<file path="config.mk">
export PLATFORM = sky130hd
export DESIGN_NAME = escape_byte_patch_list_encoder_core
export DESIGN_NICKNAME = d
export VERILOG_FILES = /design/src/sv/ebpl_pkg.sv /design/src/sv/ebpl_front.sv /design/src/sv/ebpl_queue.sv /design/src/sv/ebpl_back.sv /design/src/sv/escape_byte_patch_list_encoder_core.sv
export SDC_FILE = /design/constraint.sdc
export NUM_CORES = 1
export LEC_CHECK = 0
export ABC_CLOCK_PERIOD_IN_PS = 22000
export BUFFER_PORTS_ARGS = -buffer_cell sky130_fd_sc_hd__buf_2
export CAP_MARGIN = 10
export CORE_MARGIN = 8
export CORE_UTILIZATION = 25
export CTS_BUF_LIST = sky130_fd_sc_hd__clkbuf_16
export DETAILED_ROUTE_END_ITERATION = 7
export GPL_TIMING_DRIVEN = 0
export PLACE_DENSITY = 0.49
export SYNTH_ARGS = -nofsm -noshare
export SYNTH_HDL_FRONTEND = slang
export SYNTH_HIERARCHICAL = 1
export SYNTH_SLANG_ARGS = --single-unit
</file>
<file path="constraint.sdc">
create_clock -name clk -period 22 [get_ports clk]
set_input_delay 0 -clock clk [delete_from_list [all_inputs] [get_ports clk]]
set_output_delay 0 -clock clk [all_outputs]
set_load 0.005 [all_outputs]
</file>
<file path="src/sv/ebpl_pkg.sv">
// Shared types and constants for the escape byte patch list encoder.
// No dependencies; every other file imports this package.
package ebpl_pkg;

  localparam int unsigned LIST_DEPTH_DEF  = 256;
  localparam int unsigned QUEUE_DEPTH_DEF = 4;

  // Configuration register indexes
  localparam logic [1:0] REG_ESCAPE     = 2'd0;
  localparam logic [1:0] REG_CAPACITY   = 2'd1;
  localparam logic [1:0] REG_FIRST_SLOT = 2'd2;

  localparam logic [7:0] ESCAPE_RESET     = 8'hFE;
  localparam logic [8:0] CAPACITY_RESET   = 9'd256;
  localparam logic [7:0] FIRST_SLOT_RESET = 8'd0;

  // Result kinds
  localparam logic KIND_DATA  = 1'b0;
  localparam logic KIND_PATCH = 1'b1;

  // Input actions
  localparam logic ACT_START = 1'b0;
  localparam logic ACT_DATA  = 1'b1;

  localparam logic [7:0] MARK_BYTE = 8'hFF;

  typedef struct packed {
    logic [7:0] escape_value;
    logic [8:0] list_capacity;
    logic [7:0] first_slot;
  } cfg_t;

  // One classified data byte: up to four results in fixed order
  typedef struct packed {
    logic       has_mark;
    logic [7:0] mark_val;
    logic [7:0] mark_slot;
    logic [7:0] data_val;
    logic       has_esc;
    logic [7:0] esc_val;
    logic [7:0] esc_slot;
    logic       has_term;
    logic [7:0] term_slot;
  } entry_t;

  typedef struct packed {
    logic full;
    logic empty;
  } q_stat_t;

endpackage

</file>
<file path="src/sv/ebpl_front.sv">
// Front end: accepts input requests, tracks segment offset and cursor,
// and classifies each data byte into a queue entry. Uses ebpl_pkg.
module ebpl_front import ebpl_pkg::*; #(
  parameter int unsigned LIST_DEPTH = LIST_DEPTH_DEF
) (
  input  logic       clk,
  input  logic       rst_n,
  input  cfg_t       cfg,
  input  logic       in_valid,
  output logic       in_ready,
  input  logic       in_action,
  input  logic [7:0] in_byte,
  input  logic       in_last,
  input  q_stat_t    q_stat,
  output logic       push,
  output entry_t     push_entry
);

  localparam int unsigned USABLE_MAX = (LIST_DEPTH < 256) ? LIST_DEPTH : 256;

  logic [7:0] seg_off_r, seg_off_nxt;
  logic [7:0] cursor_r, cursor_nxt;

  logic [8:0] n;
  logic       nz;
  logic [7:0] top, start_slot, seg_len, seg_base;
  logic       marker, is_esc, accept;
  logic [7:0] c1, c2;
  logic [23:0] p1, p2;

  // Returns {slot, value, next cursor}; saturate on the last usable slot
  function automatic logic [23:0] patch_step(input logic [7:0] cur,
                                             input logic [7:0] val,
                                             input logic [7:0] lim);
    logic [23:0] r;
    if (cur >= lim) begin
      r = {lim, MARK_BYTE, lim};
    end else begin
      r = {cur, val, cur + 8'd1};
    end
    return r;
  endfunction

  always_comb begin
    n          = (cfg.list_capacity > 9'(USABLE_MAX)) ? 9'(USABLE_MAX) : cfg.list_capacity;
    nz         = (n != 9'd0);
    top        = 8'(n - 9'd1);
    start_slot = !nz ? 8'd0 : ((cfg.first_slot < top) ? cfg.first_slot : top);
    seg_len    = (cfg.escape_value >= 8'd3) ? cfg.escape_value - 8'd2 : 8'd1;
    marker     = (seg_off_r >= seg_len);
    is_esc     = (in_byte == cfg.escape_value);
    seg_base   = marker ? 8'd0 : seg_off_r;

    p1 = patch_step(cursor_r, MARK_BYTE, top);
    c1 = marker ? p1[7:0] : cursor_r;
    p2 = patch_step(c1, seg_base + 8'd1, top);
    c2 = is_esc ? p2[7:0] : c1;

    push_entry.has_mark  = nz & marker;
    push_entry.mark_val  = p1[15:8];
    push_entry.mark_slot = p1[23:16];
    push_entry.data_val  = (nz & is_esc) ? MARK_BYTE : in_byte;
    push_entry.has_esc   = nz & is_esc;
    push_entry.esc_val   = p2[15:8];
    push_entry.esc_slot  = p2[23:16];
    push_entry.has_term  = nz & in_last;
    push_entry.term_slot = (c2 >= top) ? top : c2;
  end

  assign in_ready = !q_stat.full;
  assign accept   = in_valid & in_ready;
  assign push     = accept & (in_action == ACT_DATA);

  always_comb begin
    seg_off_nxt = seg_off_r;
    cursor_nxt  = cursor_r;
    if (accept) begin
      if (in_action == ACT_START) begin
        seg_off_nxt = 8'd0;
        cursor_nxt  = start_slot;
      end else if (nz) begin
        seg_off_nxt = seg_base + 8'd1;
        cursor_nxt  = c2;
      end
    end
  end

  always_ff @(posedge clk) begin
    if (!rst_n) begin
      seg_off_r <= 8'd0;
      cursor_r  <= 8'd0;
    end else begin
      seg_off_r <= seg_off_nxt;
      cursor_r  <= cursor_nxt;
    end
  end

endmodule

</file>
<file path="src/sv/ebpl_queue.sv">
// Short entry queue between front and back end, held in flip-flops.
// Uses ebpl_pkg for the entry and status types.
module ebpl_queue import ebpl_pkg::*; #(
  parameter int unsigned QUEUE_DEPTH = QUEUE_DEPTH_DEF
) (
  input  logic    clk,
  input  logic    rst_n,
  input  logic    push,
  input  entry_t  push_entry,
  input  logic    pop,
  output entry_t  head,
  output q_stat_t q_stat
);

  localparam int unsigned PW = (QUEUE_DEPTH > 1) ? $clog2(QUEUE_DEPTH) : 1;
  localparam int unsigned CW = $clog2(QUEUE_DEPTH + 1);
  localparam logic [PW-1:0] PTR_LAST = PW'(QUEUE_DEPTH - 1);

  entry_t        mem_r [QUEUE_DEPTH];
  logic [PW-1:0] wr_ptr_r, wr_ptr_nxt;
  logic [PW-1:0] rd_ptr_r, rd_ptr_nxt;
  logic [CW-1:0] count_r, count_nxt;
  logic          do_push, do_pop;

  assign q_stat.full  = (count_r == CW'(QUEUE_DEPTH));
  assign q_stat.empty = (count_r == '0);
  assign do_push = push & !q_stat.full;
  assign do_pop  = pop & !q_stat.empty;
  assign head    = mem_r[rd_ptr_r];

  always_comb begin
    wr_ptr_nxt = wr_ptr_r;
    rd_ptr_nxt = rd_ptr_r;
    count_nxt  = count_r;
    if (do_push) begin
      wr_ptr_nxt = (wr_ptr_r == PTR_LAST) ? '0 : wr_ptr_r + PW'(1);
    end
    if (do_pop) begin
      rd_ptr_nxt = (rd_ptr_r == PTR_LAST) ? '0 : rd_ptr_r + PW'(1);
    end
    if (do_push && !do_pop) begin
      count_nxt = count_r + CW'(1);
    end else if (do_pop && !do_push) begin
      count_nxt = count_r - CW'(1);
    end
  end

  always_ff @(posedge clk) begin
    if (!rst_n) begin
      wr_ptr_r <= '0;
      rd_ptr_r <= '0;
      count_r  <= '0;
    end else begin
      wr_ptr_r <= wr_ptr_nxt;
      rd_ptr_r <= rd_ptr_nxt;
      count_r  <= count_nxt;
    end
  end

  always_ff @(posedge clk) begin
    if (do_push) begin
      mem_r[wr_ptr_r] <= push_entry;
    end
  end

endmodule

</file>
<file path="src/sv/ebpl_back.sv">
// Back end: walks the head queue entry one result per cycle into the
// output register while the output is not stalled. Uses ebpl_pkg.
module ebpl_back import ebpl_pkg::*; (
  input  logic        clk,
  input  logic        rst_n,
  input  entry_t      head,
  input  q_stat_t     q_stat,
  output logic        pop,
  output logic        out_valid,
  input  logic        out_ready,
  output logic [15:0] out_data,
  output logic        out_last,
  output logic        out_kind
);

  logic        sent_mark_r, sent_mark_nxt;
  logic        sent_data_r, sent_data_nxt;
  logic        sent_esc_r, sent_esc_nxt;
  logic        valid_r, valid_nxt;
  logic [15:0] data_r, data_nxt;
  logic        last_r, last_nxt;
  logic        kind_r, kind_nxt;

  logic        load, sel_mark, sel_data, sel_esc, fin;

  always_comb begin
    load     = !q_stat.empty && (!valid_r || out_ready);
    sel_mark = head.has_mark && !sent_mark_r;
    sel_data = !sel_mark && !sent_data_r;
    sel_esc  = !sel_mark && !sel_data && head.has_esc && !sent_esc_r;
    // the terminator is the only remaining piece once the others are out
    fin      = (sel_data && !head.has_esc && !head.has_term) ||
               (sel_esc && !head.has_term) ||
               (!sel_mark && !sel_data && !sel_esc);

    if (sel_mark) begin
      data_nxt = {head.mark_slot, head.mark_val};
      kind_nxt = KIND_PATCH;
    end else if (sel_data) begin
      data_nxt = {8'd0, head.data_val};
      kind_nxt = KIND_DATA;
    end else if (sel_esc) begin
      data_nxt = {head.esc_slot, head.esc_val};
      kind_nxt = KIND_PATCH;
    end else begin
      data_nxt = {head.term_slot, MARK_BYTE};
      kind_nxt = KIND_PATCH;
    end
    last_nxt = fin;
    pop      = load && fin;

    sent_mark_nxt = sent_mark_r;
    sent_data_nxt = sent_data_r;
    sent_esc_nxt  = sent_esc_r;
    if (pop) begin
      sent_mark_nxt = 1'b0;
      sent_data_nxt = 1'b0;
      sent_esc_nxt  = 1'b0;
    end else if (load) begin
      sent_mark_nxt = sent_mark_r | sel_mark;
      sent_data_nxt = sent_data_r | sel_data;
      sent_esc_nxt  = sent_esc_r | sel_esc;
    end

    if (load) begin
      valid_nxt = 1'b1;
    end else if (out_ready) begin
      valid_nxt = 1'b0;
    end else begin
      valid_nxt = valid_r;
    end
  end

  always_ff @(posedge clk) begin
    if (!rst_n) begin
      sent_mark_r <= 1'b0;
      sent_data_r <= 1'b0;
      sent_esc_r  <= 1'b0;
      valid_r     <= 1'b0;
    end else begin
      sent_mark_r <= sent_mark_nxt;
      sent_data_r <= sent_data_nxt;
      sent_esc_r  <= sent_esc_nxt;
      valid_r     <= valid_nxt;
    end
  end

  always_ff @(posedge clk) begin
    if (load) begin
      data_r <= data_nxt;
      last_r <= last_nxt;
      kind_r <= kind_nxt;
    end
  end

  assign out_valid = valid_r;
  assign out_data  = data_r;
  assign out_last  = last_r;
  assign out_kind  = kind_r;

endmodule

</file>
<file path="src/sv/escape_byte_patch_list_encoder_core.sv">
// Top level of the escape byte patch list encoder: configuration registers,
// front end, entry queue and back end. Uses ebpl_pkg and the ebpl_* modules.
//
// The encoder takes one input request per cycle while the entry queue has
// room and emits one result per cycle while out_tready is high. A data byte
// yields one to four results (segment marker, the byte itself, the escape
// patch write, the terminator); the back end walks them into the output
// register one result per cycle. The entry queue of QUEUE_DEPTH bytes lets
// input keep flowing while extra patch writes drain. A start request
// produces no result. Each result passes through the entry queue and then
// the output register.
module escape_byte_patch_list_encoder_core import ebpl_pkg::*; #(
  parameter int unsigned LIST_DEPTH  = LIST_DEPTH_DEF,
  parameter int unsigned QUEUE_DEPTH = QUEUE_DEPTH_DEF
) (
  input  logic        clk,
  input  logic        rst_n,
  input  logic        cfg_we,
  input  logic [1:0]  cfg_addr,
  input  logic [8:0]  cfg_wdata,
  input  logic        in_tvalid,
  output logic        in_tready,
  input  logic [7:0]  in_tdata,   // [7:0] data_byte
  input  logic        in_tuser,   // [0] action
  input  logic        in_tlast,
  output logic        out_tvalid,
  input  logic        out_tready,
  output logic [15:0] out_tdata,  // [7:0] value, [15:8] slot
  output logic        out_tuser,  // [0] kind
  output logic        out_tlast
);

  cfg_t    cfg_r, cfg_nxt;
  q_stat_t q_stat;
  entry_t  push_entry, head;
  logic    push, pop;

  always_comb begin
    cfg_nxt = cfg_r;
    if (cfg_we) begin
      case (cfg_addr)
        REG_ESCAPE:     cfg_nxt.escape_value  = cfg_wdata[7:0];
        REG_CAPACITY:   cfg_nxt.list_capacity = cfg_wdata;
        REG_FIRST_SLOT: cfg_nxt.first_slot    = cfg_wdata[7:0];
        default:        cfg_nxt = cfg_r;
      endcase
    end
  end

  always_ff @(posedge clk) begin
    if (!rst_n) begin
      cfg_r.escape_value  <= ESCAPE_RESET;
      cfg_r.list_capacity <= CAPACITY_RESET;
      cfg_r.first_slot    <= FIRST_SLOT_RESET;
    end else begin
      cfg_r <= cfg_nxt;
    end
  end

  ebpl_front #(.LIST_DEPTH(LIST_DEPTH)) u_front (
    .clk        (clk),
    .rst_n      (rst_n),
    .cfg        (cfg_r),
    .in_valid   (in_tvalid),
    .in_ready   (in_tready),
    .in_action  (in_tuser),
    .in_byte    (in_tdata),
    .in_last    (in_tlast),
    .q_stat     (q_stat),
    .push       (push),
    .push_entry (push_entry)
  );

  ebpl_queue #(.QUEUE_DEPTH(QUEUE_DEPTH)) u_queue (
    .clk        (clk),
    .rst_n      (rst_n),
    .push       (push),
    .push_entry (push_entry),
    .pop        (pop),
    .head       (head),
    .q_stat     (q_stat)
  );

  ebpl_back u_back (
    .clk       (clk),
    .rst_n     (rst_n),
    .head      (head),
    .q_stat    (q_stat),
    .pop       (pop),
    .out_valid (out_tvalid),
    .out_ready (out_tready),
    .out_data  (out_tdata),
    .out_last  (out_tlast),
    .out_kind  (out_tuser)
  );

  // Data results never carry a slot
  a_data_slot_zero: assert property (@(posedge clk) disable iff (!rst_n)
    (out_tvalid && out_tuser == KIND_DATA) |-> (out_tdata[15:8] == 8'd0))
    else $error("data result with nonzero slot");

  // A data byte that is not the final result is followed at once by a patch write
  a_patch_follows: assert property (@(posedge clk) disable iff (!rst_n)
    (out_tvalid && out_tready && out_tuser == KIND_DATA && !out_tlast)
      |=> (out_tvalid && out_tuser == KIND_PATCH))
    else $error("missing patch write after data byte");

  // Input is taken only while the queue has room
  a_no_overflow: assert property (@(posedge clk) disable iff (!rst_n)
    in_tready |-> !q_stat.full)
    else $error("input accepted with full queue");

endmodule

</file>
==> results.cfg, run 1 <==
[synth]
synth_mux_area_frac = 0.118
synth-simple-area-share = 0.111
yosys.area.top_type = edfxtp_1
synth_top_family_by_area = multiplexers
synthAdderAreaFrac = 0.0392
synth_area_mm2 = 0.0135
syn_inst = 1006
synthXorXnorAreaFrac = 0.0142
async_flop_share = 0
synth.avg_cell_area_um2 = 13.5
yosys_most_used_dff = edfxtp_1
synth_cell_type_count = 92
synth_seq_area_share = 0.572
yosysMostFrequentCell = edfxtp_1
ys_warn_count = 6
yosysTopAreaCellShare = 0.492
synth-compound-area-share = 0.103
synth_seq_cells = 276
yosys-top-cells-count = edfxtp_1 (222), nand2_1 (86), dfxtp_1 (54)
synth_edf_count = 222
synth.area.top_cells = edfxtp_1 (49%), mux4_2 (8.3%), dfxtp_1 (8.0%)

[detailed_routing]
viasPerCell = 4.64
wl_per_cell_um = 18.2
drc = 0
num_vias = 8538
postRouteAntennaNets = 0
drt_iter0_drc = 502
drtPass1Iterations = 5
finalWirelength_mm = 33.4

[grt]
antenna_found_initial = 1
grt.total_usage = 0.105
grt_max_degree = 52
grt_overflow = 0
grt_pass1_wl_mm = 51.9
first_global_vias = 8670

[power]
power_leakage_nw = 5.79
p_total_w = 0.00135
powerDensity_mw_per_mm2 = 85.1
seqPwrFrac = 0.470
clkPwrFrac = 0.369
sw_frac_of_total = 0.262
power_switching_w = 0.000355
combPwrFrac = 0.161
irDropWorstVdd_uv = 56.8
p_int_w = 0.000999

[clock_tree]
h-tree-depth = 1
clock_latency_ns = 0.58
cts_repair_resize_count = 0
cts.sinks = 276
cts_root_buf = clkbuf_16
path_clk_slew_ns = 0.06
cts_made_buffers = 31
cts_buffer_depth = 3
tritoncts = done
cts_setup_buffers = 0

[sta]
rsz0062_at_grt = false
hold_violations = 0
worst_pin_slew_ns = 0.922
min_period_over_period = 0.473
fin_tns_setup_ns = 0
maxSlewViolCount = 0
finalSetupViolCount = 0
clock.fmax_mhz = 96.2
relSlewSlack = 0.385
finalClockSkew_ns = 0.0136
post-route-min-period_ns = 10.40

[finish]
nNetsFinal = 1185
fillCellCount = 5346
drive_above_1_share = 0.192
syn_to_final_growth_pct = 17.6
n_antenna_cell = 0

[flow_run]
drv_cap = 0

[hold_path]
worstHoldStart = cfg_wdata[5]
worstHoldEndpoint = cfg_r[13]$_SDFFE_PN0P_
hold_path_depth = 4
hold_path_class = in2reg

[setup_path]
cp.arrival_ns = 10.70
cp-end-kind = flip-flop
crit_fanout = 10
rr_startpoint = cfg_r[16]$_SDFFE_PN1P_
crit_required_ns = 22.30
crit_type = reg2reg
slowest_stage = nor2b_1
worst_path_most_repeated_cell = a21o_1
reg2reg_depth = 40
reg2reg_to = u_queue/mem_r[0][0]$_DFFE_PP_
max_stage_delay_ns = 0.57
reg2reg_slack_ns = 11.60
startpoint_type = flip-flop

[floorplanning]
rows = 85
dieWidth_um = 249
initial_utilization = 0.252
design.core.area_mm2 = 0.0537
die-height_um = 249
die-area_mm2 = 0.0619
io_pins = 46

[placement]
dp.final_hpwl_mm = 23.3
globalplace.congestion = 0.825
port_buffers = 44

[status]
outcome = completed
## per-stage QoR
| step | hold slack, ns | setup WS [ns] | instances | util | cell area (um2) |
|---|---|---|---|---|---|
| detailed placement | 0.303 | 11.60 | 1754 | 0.273 | 14700 |
| floorplan | 0.136 | 13.64 | 1013 | - | 13600 |
| global route | 0.289 | 10.80 | 1839 | 0.296 | 15900 |
| finish | 0.273 | 11.60 | 1839 | 0.296 | 15900 |
| CTS | 0.246 | 11.55 | 1838 | 0.296 | 15900 |
| global placement | 0.299 | 11.68 | 1753 | 0.273 | 14700 |
## cell type report
type                    instances  area, um2  share of cell area
clock buffers                  31        776              0.0487
multi-input cells             632       5250               0.330
clock inverters                27        210              0.0132
repair buffers                 72        490              0.0308
inverters                      47        179              0.0112
well taps                     696        871              0.0547
flip-flops and latches        276       7750               0.487
plain buffers                  58        402              0.0252
## power by group through the flow
stage | sequential (W) | clock [W] | combinational [W]
global route | 0.000641 | 0.000534 | 0.000243
global placement | 0.000650 | 0 | 0.000216
floorplan | 0.000646 | 0 | 0.000139
detailed placement | 0.000649 | 0 | 0.000220
finish | 0.000636 | 0.000500 | 0.000218
CTS | 0.000638 | 0.000515 | 0.000225
## placed cells by master (no fill, tap or decap), types with 16 or more instances in the layout
cell type	count
mux2i_1	36
nand3_1	18
nor2_1	53
clkbuf_16	31
o211ai_1	16
dlygate4sd3_1	26
nand2b_1	24
buf_2	58
nand2_1	86
a21oi_1	35
o21ai_0	45
ha_1	40
clkbuf_1	24
edfxtp_1	222
inv_1	54
mux4_2	50
dfxtp_1	54
## flip-flops by register name, indices dropped and copies added, names as in the netlist, 2 cells and up, named ones only
register,count
u_back/out_data,16
u_queue/mem_r,204
u_queue/rd_ptr_r,2
u_queue/wr_ptr_r,2
cfg_r,25
u_front/seg_off_r,8
u_queue/count_r,3
u_front/cursor_r,8
## critical path: cells and delay by family (launching register included)
| family | cells | cell delay [ns] |
|---|---|---|
| muxes | 1 | 0.46 |
| buffers and inverters | 6 | 1.35 |
| DFF | 1 | 0.33 |
| AOI/OAI and AO/OA | 20 | 4.64 |
| adders and majority gates | 4 | 1.37 |
| and+or+nand+nor | 9 | 1.97 |
## cells by family after synthesis
family | count (synthesis)
compound gates | 193
xor+xnor | 22
fa+ha+maj | 42
buf+inv | 105
flops | 276
mux | 93
other cells | 1
simple gates | 274
## what timing repair did
| action | 4_1_cts | 5_1_grt |
|---|---|---|
| endpoints found under the setup margin | 0 | 0 |
| hold endpoints to repair | 73 | 0 |
| hold buffers | 26 | 0 |
## layer usage
| metal | track usage | part of all wire |
|---|---|---|
| met3 | 0.0186 | 0.040 |
| met1 | 0.145 | 0.48 |
| met4 | 0.0254 | 0.020 |
| met2 | 0.170 | 0.46 |
| met5 | 0 | 0 |
## how the worst max path moves through the flow
stage                                       from                            end  cells after the start
after floorplan            cfg_r[8]$_SDFFE_PN0P_  u_queue/mem_r[0][1]$_DFFE_PP_                     39
final                     cfg_r[16]$_SDFFE_PN1P_  u_queue/mem_r[0][0]$_DFFE_PP_                     40
after global placement    cfg_r[16]$_SDFFE_PN1P_  u_queue/mem_r[0][0]$_DFFE_PP_                     40
after global routing      cfg_r[16]$_SDFFE_PN1P_  u_queue/mem_r[3][0]$_DFFE_PP_                     40
after CTS                 cfg_r[16]$_SDFFE_PN1P_  u_queue/mem_r[0][0]$_DFFE_PP_                     40
after detailed placement  cfg_r[16]$_SDFFE_PN1P_  u_queue/mem_r[1][0]$_DFFE_PP_                     40
(Power assumes the default switching activity.)
==> run 2, diff against run 1 <==
--- a/config.mk
+++ b/config.mk
@@ -5,7 +5,7 @@
 export SDC_FILE = /design/constraint.sdc
 export NUM_CORES = 1
 export LEC_CHECK = 0
-export ABC_CLOCK_PERIOD_IN_PS = 22000
+export ABC_CLOCK_PERIOD_IN_PS = 10900
 export BUFFER_PORTS_ARGS = -buffer_cell sky130_fd_sc_hd__buf_2
 export CAP_MARGIN = 10
 export CORE_MARGIN = 8
==> constraint.sdc (replaced) <==
create_clock -name clk -period 10.9 [get_ports clk]
set_input_delay 0 -clock clk [delete_from_list [all_inputs] [get_ports clk]]
set_output_delay 0 -clock clk [all_outputs]
set_load 0.005 [all_outputs]
==> results.cfg, run 2 (same netlist as run 1, synthesis figures left out) <==
[floorplanning]
rows = 85
io_pins = 46
die-height_um = 249
initial_utilization = 0.252
design.core.area_mm2 = 0.0537
die-area_mm2 = 0.0619
dieWidth_um = 249

[finish]
drive_above_1_share = 0.193
final_cells = 1839
nNetsFinal = 1185
most-common-layout-cells = edfxtp_1 (222), nand2_1 (86), buf_2 (58)
largest_reg_flops = 204
regMostFlops = u_queue/mem_r
mostFrequentLayoutCell = edfxtp_1
syn_to_final_growth_pct = 17.6
n_antenna_cell = 0

[placement]
dp.cells = 1754
dp.final_hpwl_mm = 23.3
globalplace.congestion = 0.825
port_buffers = 44

[sta]
relSlewSlack = 0.376
hold_violations = 0
finalClockSkew_ns = 0.0134
post-route-min-period_ns = 10.10
finalSetupViolCount = 0
rsz0062_at_grt = false
min_period_over_period = 0.926
maxSlewViolCount = 0
clock.fmax_mhz = 99.0
fin_tns_setup_ns = 0
worst_pin_slew_ns = 0.910

[hold_path]
hold_path_class = in2reg

[power]
power_leakage_nw = 5.79
powerDensity_mw_per_mm2 = 172
irDropWorstVdd_uv = 114

[detailed_routing]
finalWirelength_mm = 33.4
drtPass1Iterations = 5
drc = 0
viasPerCell = 4.65
wl_per_cell_um = 18.2
postRouteAntennaNets = 0
drt_iter0_drc = 552
num_vias = 8547

[clock_tree]
cts.sinks = 276
cts_made_buffers = 31
cts_root_buf = clkbuf_16
clock_latency_ns = 0.58
tritoncts = done
cts_setup_buffers = 0
h-tree-depth = 1
path_clk_slew_ns = 0.06
cts_buffer_depth = 3

[status]
outcome = completed

[setup_path]
cp.arrival_ns = 10.40
crit_type = reg2reg
cp-end-kind = flip-flop
reg2reg_slack_ns = 0.80
slowest_stage = ha_1
crit_fanout = 10
crit_required_ns = 11.20
max_stage_delay_ns = 0.53
worst_path_most_repeated_cell = a21o_1
startpoint_type = flip-flop

[grt]
grt.total_usage = 0.105
grt_overflow = 0
antenna_found_initial = 1
first_global_vias = 8670
grt_max_degree = 52
grt_pass1_wl_mm = 51.9

[flow_run]
drv_cap = 0
## run 2: path summary, 6_finish.rpt
| check | start | endpoint | depth (start not counted) |
|---|---|---|---|
| setup / recovery | cfg_r[16]$_SDFFE_PN1P_ | u_queue/mem_r[3][0]$_DFFE_PP_ | 40 |
| hold / removal | cfg_wdata[5] | cfg_r[13]$_SDFFE_PN0P_ | 4 |
| setup reg to reg | cfg_r[16]$_SDFFE_PN1P_ | u_queue/mem_r[3][0]$_DFFE_PP_ | 40 |
| hold reg to reg | cfg_r[15]$_SDFFE_PN0P_ | cfg_r[15]$_SDFFE_PN0P_ | 2 |
## run 2: cell type report
cell class,count,area (um2)
timing repair buffer,72,490
inverter,47,179
buffer,58,402
sequential,276,7750
fill,5345,37800
clock buffer,31,776
tap,696,871
clock inverter,27,210
multi-input combinational,632,5250
## run 2: worst max-delay path: cells and delay by family (launching register included)
family | cells | cell delay, ns
multiplexers | 1 | 0.45
AO/OA/AOI/OAI | 20 | 4.62
buffers and inverters | 6 | 1.28
AND/OR/NAND/NOR | 9 | 1.78
adder cells (fa/ha/maj) | 4 | 1.34
flip-flops | 1 | 0.33
## run 2: timing repair
item | 4_1_cts | 5_1_grt
endpoints found under the setup margin | 0 | 28
hold buffers | 26 | 0
gates resized for setup | 0 | 1
hold endpoints to repair | 73 | 0
## run 2: where the power goes
part           leakage (nW)  switching, W  total, W  internal [W]
clock                 0.520      0.000422   0.00101      0.000587
combinational          2.77      0.000261  0.000441      0.000180
sequential             2.50     0.0000336   0.00128       0.00125
## run 2: per-layer routing
metal,GRT usage,part of all wire
met1,0.145,0.48
met2,0.170,0.46
met3,0.0186,0.039
met4,0.0254,0.020
met5,0,0
## run 2: metrics by stage
step	hold slack (ns)	total power [W]	utilization	instance area (um2)	setup WS (ns)
3_3_place_gp	0.299	0.00175	0.273	14700	0.576
3_5_place_dp	0.303	0.00175	0.273	14700	0.499
2_1_floorplan	0.136	0.00158	-	13600	2.54
6_report	0.274	0.00273	0.297	15900	0.803
4_1_cts	0.246	0.00278	0.296	15900	0.454
5_1_grt	0.289	0.00286	0.297	15900	0.0310
